[config.mk]
export PLATFORM = sky130hd
export DESIGN_NAME = awpid_fmul
export DESIGN_NICKNAME = d
export VERILOG_FILES = /design/src/awpid_pkg.sv /design/src/awpid_fmul.sv
export SDC_FILE = /design/constraint.sdc
export NUM_CORES = 2
export LEC_CHECK = 0
export BUFFER_PORTS_ARGS = -buffer_cell sky130_fd_sc_hd__buf_4
export CORE_UTILIZATION = 30
export DETAILED_ROUTE_END_ITERATION = 8
export PLACE_DENSITY = 0.54
export SYNTH_ARGS = -nofsm -noshare
export SYNTH_HDL_FRONTEND = slang
export SYNTH_SLANG_ARGS = --single-unit
export TNS_END_PERCENT = 20
[constraint.sdc]
create_clock -name vclk -period 9
set_input_delay 0 -clock vclk [all_inputs]
set_output_delay 0 -clock vclk [all_outputs]
set_load 0.03 [all_outputs]
[src/awpid_pkg.sv]
// Package with the widths, reset values, register codes and saturating helpers of the PID unit.
`default_nettype none
package awpid_pkg;

  // Binary point position of gains and signals.
  localparam int FRAC_BITS = 16;

  localparam int GAIN_W = 32;                // gain registers, signed Q(31-F).F
  localparam int SIG_W  = 24;                // sample and limit fields, signed Q(23-F).F
  localparam int ACC_W  = 32;                // saturated internal sums and state
  localparam int ERR_W  = SIG_W + 1;         // reference - measured_position never overflows
  localparam int DIFF_W = ERR_W + 1;         // difference of two errors
  localparam int IDX_W  = 3;                 // configuration register index

  localparam logic signed [ACC_W-1:0] ACC_MAX = {1'b0, {(ACC_W-1){1'b1}}};
  localparam logic signed [ACC_W-1:0] ACC_MIN = {1'b1, {(ACC_W-1){1'b0}}};

  // Configuration register indexes.
  typedef enum logic [IDX_W-1:0] {
    REG_PROP_GAIN     = 3'd0,
    REG_INTEGRAL_GAIN = 3'd1,
    REG_WINDUP_GAIN   = 3'd2,
    REG_DERIV_POLE    = 3'd3,
    REG_DERIV_GAIN    = 3'd4,
    REG_UPPER_LIMIT   = 3'd5,
    REG_LOWER_LIMIT   = 3'd6
  } cfg_reg_t;

  // Reset values of the configuration registers.
  localparam logic signed [GAIN_W-1:0] PROP_GAIN_RST     = 32'sd3932160;
  localparam logic signed [GAIN_W-1:0] INTEGRAL_GAIN_RST = 32'sd299593;
  localparam logic signed [GAIN_W-1:0] WINDUP_GAIN_RST   = 32'sd13107;
  localparam logic signed [GAIN_W-1:0] DERIV_POLE_RST    = 32'sd9237;
  localparam logic signed [GAIN_W-1:0] DERIV_GAIN_RST    = 32'sd11083941;
  localparam logic signed [SIG_W-1:0]  UPPER_LIMIT_RST   = 24'sd196608;
  localparam logic signed [SIG_W-1:0]  LOWER_LIMIT_RST   = -24'sd196608;

  // a + b, clamped to the signed accumulator range.
  function automatic logic signed [ACC_W-1:0] sat_add(input logic signed [ACC_W-1:0] a,
                                                       input logic signed [ACC_W-1:0] b);
    logic signed [ACC_W:0] s;
    s = {a[ACC_W-1], a} + {b[ACC_W-1], b};
    if (s[ACC_W] != s[ACC_W-1]) begin
      sat_add = s[ACC_W] ? ACC_MIN : ACC_MAX;
    end else begin
      sat_add = s[ACC_W-1:0];
    end
  endfunction

  // a - b, clamped to the signed accumulator range.
  function automatic logic signed [ACC_W-1:0] sat_sub(input logic signed [ACC_W-1:0] a,
                                                       input logic signed [ACC_W-1:0] b);
    logic signed [ACC_W:0] s;
    s = {a[ACC_W-1], a} - {b[ACC_W-1], b};
    if (s[ACC_W] != s[ACC_W-1]) begin
      sat_sub = s[ACC_W] ? ACC_MIN : ACC_MAX;
    end else begin
      sat_sub = s[ACC_W-1:0];
    end
  endfunction

endpackage
`default_nettype wire

[src/awpid_fmul.sv]
// Fixed-point gain times signal with floor scaling and saturation to the accumulator range.
`default_nettype none
module awpid_fmul (
  input  wire logic signed [awpid_pkg::GAIN_W-1:0] gain,
  input  wire logic signed [awpid_pkg::ACC_W-1:0]  sig,
  output logic signed [awpid_pkg::ACC_W-1:0]       prod
);

  localparam int PROD_W = awpid_pkg::GAIN_W + awpid_pkg::ACC_W;

  logic signed [PROD_W-1:0] full;
  logic signed [PROD_W-1:0] scaled;

  // Arithmetic right shift rounds toward minus infinity.
  assign full   = PROD_W'(gain) * PROD_W'(sig);
  assign scaled = full >>> awpid_pkg::FRAC_BITS;

  always_comb begin
    if (scaled[PROD_W-1:awpid_pkg::ACC_W-1] == '0 ||
        scaled[PROD_W-1:awpid_pkg::ACC_W-1] == '1) begin
      prod = scaled[awpid_pkg::ACC_W-1:0];
    end else begin
      prod = scaled[PROD_W-1] ? awpid_pkg::ACC_MIN : awpid_pkg::ACC_MAX;
    end
  end

endmodule
`default_nettype wire

* After elaboration in Yosys (flattened, before gate mapping) *
Cells that the tools add are included.
W data, S select, Z words.

storage, ports and cells
  input bits = 64
  flip-flop bits (word level) = 0
  word-level logic and storage cells = 6

cells by class
  muxes and demuxes = 2
  eq/ne operators = 1
  reductions and logical operators = 2
  multipliers = 1

operators with widths
  operator                count
  $mul A32 B32 Y64        1
  $mux W32                2
  $eq A33 B33 Y1 const B  1
  $logic_not A33 Y1       1
  $logic_or A1 B1 Y1      1

* Logic depth before layout (Yosys ltp) *
  word-level depth = 4
  mapped depth = 31
  gate-level depth less buffers = 28

* Least setup slack after synthesis *
No wires, ideal clock.

  path kind = input-to-output
  from = input sig[2] in the netlist's numbering
  to = output prod[10] in the netlist's numbering
  stages = 28
  data required time = 9.000 ns
  path slack = 0.519 ns
  data arrival time = 8.481 ns
  cell sequence = clkbuf_1 nand2_1 inv_1 fa_1 fa_1 fa_1 inv_1 fa_1 inv_1 fa_1 fa_1 inv_1 fa_1 fa_1 inv_1 ha_1 clkbuf_1 nand2_1 nor4_1 and2_1 o2111ai_1 a211oi_2 o21ai_0 nor4b_1 nand4b_1 o41ai_4 buf_6 o21a_1

on the way
  word-level cells in the longest chain between the ends = 4

RTL lines
  what                                                 line                                text
  from (decl)                                          awpid_fmul.sv:5                     input wire logic signed [awpid_pkg::ACC_W-1:0] sig,
  $mul A32 B32 Y64 *                                   awpid_fmul.sv:15                    assign full = PROD_W'(gain) * PROD_W'(sig);
  $eq A33 B33 Y1 or $logic_not A33 Y1 (tied branches)  awpid_fmul.sv:20, awpid_fmul.sv:19
  $logic_or A1 B1 Y1                                   awpid_fmul.sv:19                    if (scaled[PROD_W-1:awpid_pkg::ACC_W-1] == '0 ||
  $mux W32 *                                           awpid_fmul.sv:19
  to (decl)                                            awpid_fmul.sv:6                     output logic signed [awpid_pkg::ACC_W-1:0] prod

Mark *: on every way between the ends. The rest lies on a longest branch, timed or not.

* Worst setup path after layout *
  from = input gain[14] in the netlist's numbering
  to = output prod[21] in the netlist's numbering

on the way
  word-level cells in the longest chain between the ends = 4

RTL lines
  what                                                 line                                text
  from (decl)                                          awpid_fmul.sv:4                     input wire logic signed [awpid_pkg::GAIN_W-1:0] gain,
  $mul A32 B32 Y64 *                                   awpid_fmul.sv:15
  $eq A33 B33 Y1 or $logic_not A33 Y1 (tied branches)  awpid_fmul.sv:20, awpid_fmul.sv:19
  $logic_or A1 B1 Y1                                   awpid_fmul.sv:19
  $mux W32 *                                           awpid_fmul.sv:19

Marks and branches as above.

==> out/qor.yml <==
outcome:
  status: "finished clean"
timing:
  maxSlewViolCount: 0
  max_slew_margin_pct: 58.54
  fmax_ghz: 0.1155
  holdWs_ns: 1.157
  hold_violations: 0
  setup_violations: 0
  fin_crit_sh_pct: 96.17
  layout_min_cycle_time_ns: 8.655
  worst-slew-pin-transition_ns: 0.6141
logic_synthesis:
  synth_largest_area_cell: "fa_1"
  synth_cell_types: 76
  yosysMostFrequentCell: "fa_1"
  syn-num-nets: 5278
  ys_warn_count: 0
  ys_top_cells_by_area: "fa_1 59%, inv_1 9.4%, and2_1 8.6%, ha_1 6.1%, nand2_1 5.6%"
  syn-cell-area_mm2: 0.03692
  synth_top_cell_area_share_pct: 58.62
  synthCells: 3953
  synthTopCellsByCount: "1,081 x fa_1, 926 x inv_1, 549 x nand2_1"
  avgSynthCellArea_um2: 9.339
  ys_seq_area_share_pct: 0
die:
  die_h_um: 352.8
  io_pins: 96
  rows: 128
  die_x_um: 352.8
  fp.dieArea_mm2: 0.1245
  start_util_pct: 30.29
  core_mm2: 0.1219
setup_path:
  required_ns: 9.00
  cpMaxStageDelayCell: "fa_1"
  crit_arrival_ns: 8.66
  start_kind: "input pin"
  path_max_fanout: 32
  path_common_cell: "fa_1"
  endpoint_kind: "output port"
  critPathMaxStageDelay_ns: 0.62
  critical_path_class: "in -> out"
cells_and_area:
  layout.area.seq_um2: 0
  seq_cells: 0
  clock_buffers: 0
  syn_to_final_growth_pct: 6.402
  finalInstanceArea_mm2: 0.03928
  multi_input_area_mm2: 0.03256
  nets: 5204
  drive_gt1_share_pct: 5.313
  instances_no_fill: 5503
  fillers: 12749
drt:
  routed_wl_mm: 107.8
  via_per_inst: 4.682
  firstDrtPassIters: 5
  drt_iter0_markers: 1233
  wl_per_cell_um: 19.58
  ant_nets: 0
  vias: 25766
  drt_drc_violations_left: 0
global_route:
  grt_max_degree: 33
  grt_pass1_wl_mm: 171.2
  grt_overflow: 0
  antenna_found_initial: 3
  grt_pass1_vias: 29024
  grt_usage_pct: 17.68
run:
  maxCapViolations: 0
place:
  place_inst: 5500
  place.gp.congestion: 0.9307
  placed_area_mm2: 0.03907
  dp_hpwl_mm: 88.11
  io_buffers: 96
min_path:
  min_path_type: "in -> out"
==> cell usage in the layout, fill, tap and decap left out, drive strengths merged, types with 3 or more instances in the layout <==
cell type / n
a221oi: 5
and3: 9
o21bai: 10
nor4b: 3
nand4: 19
nand2b: 10
o31ai: 6
a211oi: 10
mux2i: 3
buf: 144
xnor2: 37
a41oi: 4
xor2: 15
fa: 1081
or3: 4
ha: 180
nor4: 4
nand2: 549
o21ai: 39
nor2: 60
and4: 7
nor3: 7
o21a: 45
a21oi: 75
inv: 925
nor2b: 6
a21o: 28
o311ai: 4
a31oi: 6
a31o: 3
a211o: 3
nand3: 17
o211ai: 15
o2111ai: 5
and2: 510
==> critical path, delay by kind of cell <==
kind	cells	cell delay [ns]
adders and majority gates	9	4.64
AOI/OAI and AO/OA	9	2.34
buffers and inverters	5	1.09
and+or+nand+nor	3	0.57
==> final timing paths <==
check / start / end / slack, ns / cells past startpoint
worst max-delay path: gain[14] / prod[21] / 0.34 / 26
worst min-delay path: sig[0] / prod[0] / 1.16 / 8
==> layout make-up <==
cell class,instances,share of cell area [%]
Tap cell,1625,5.176
Multi-Input combinational cell,2805,82.88
Antenna cell,1,0.006371
Timing Repair Buffer,145,3.032
Inverter,927,8.903
==> per-stage QoR <==
| step | setup TNS [ns] | setup WS, ns | util (%) |
|---|---|---|---|
| 2_1_floorplan | 0 | 0.5193 | - |
| 3_3_place_gp | 0 | 0.3593 | 32.06 |
| 3_5_place_dp | 0 | 0.2326 | 32.06 |
| 4_1_cts | 0 | 0.2173 | 32.06 |
| 5_1_grt | -0.01689 | -0.007243 | 32.23 |
| 6_report | 0 | 0.3446 | 32.23 |
==> timing repair <==
action,4_1_cts,5_1_grt
buffers inserted,0,1
endpoints found under the setup margin,0,31
resized for setup,0,50
hold buffers,0,0
==> routing by layer <==
metal	share of wire, %	GRT usage (%)	vias up
li1	-	-	11270
met1	41	22.64	13801
met2	53	32.60	573
met3	3.6	1.070	120
met4	2.4	3.757	2
met5	0.012	0	-
==> cells by family after synthesis <==
kind of cell / after synthesis / share of synthesized area, %
fa+ha+maj: 1261 / 64.72
simple gates: 1214 / 16.59
buf+inv: 1148 / 12.11
compound gates: 275 / 5.226
xor+xnor: 52 / 1.274
mux: 3 / 0.08135
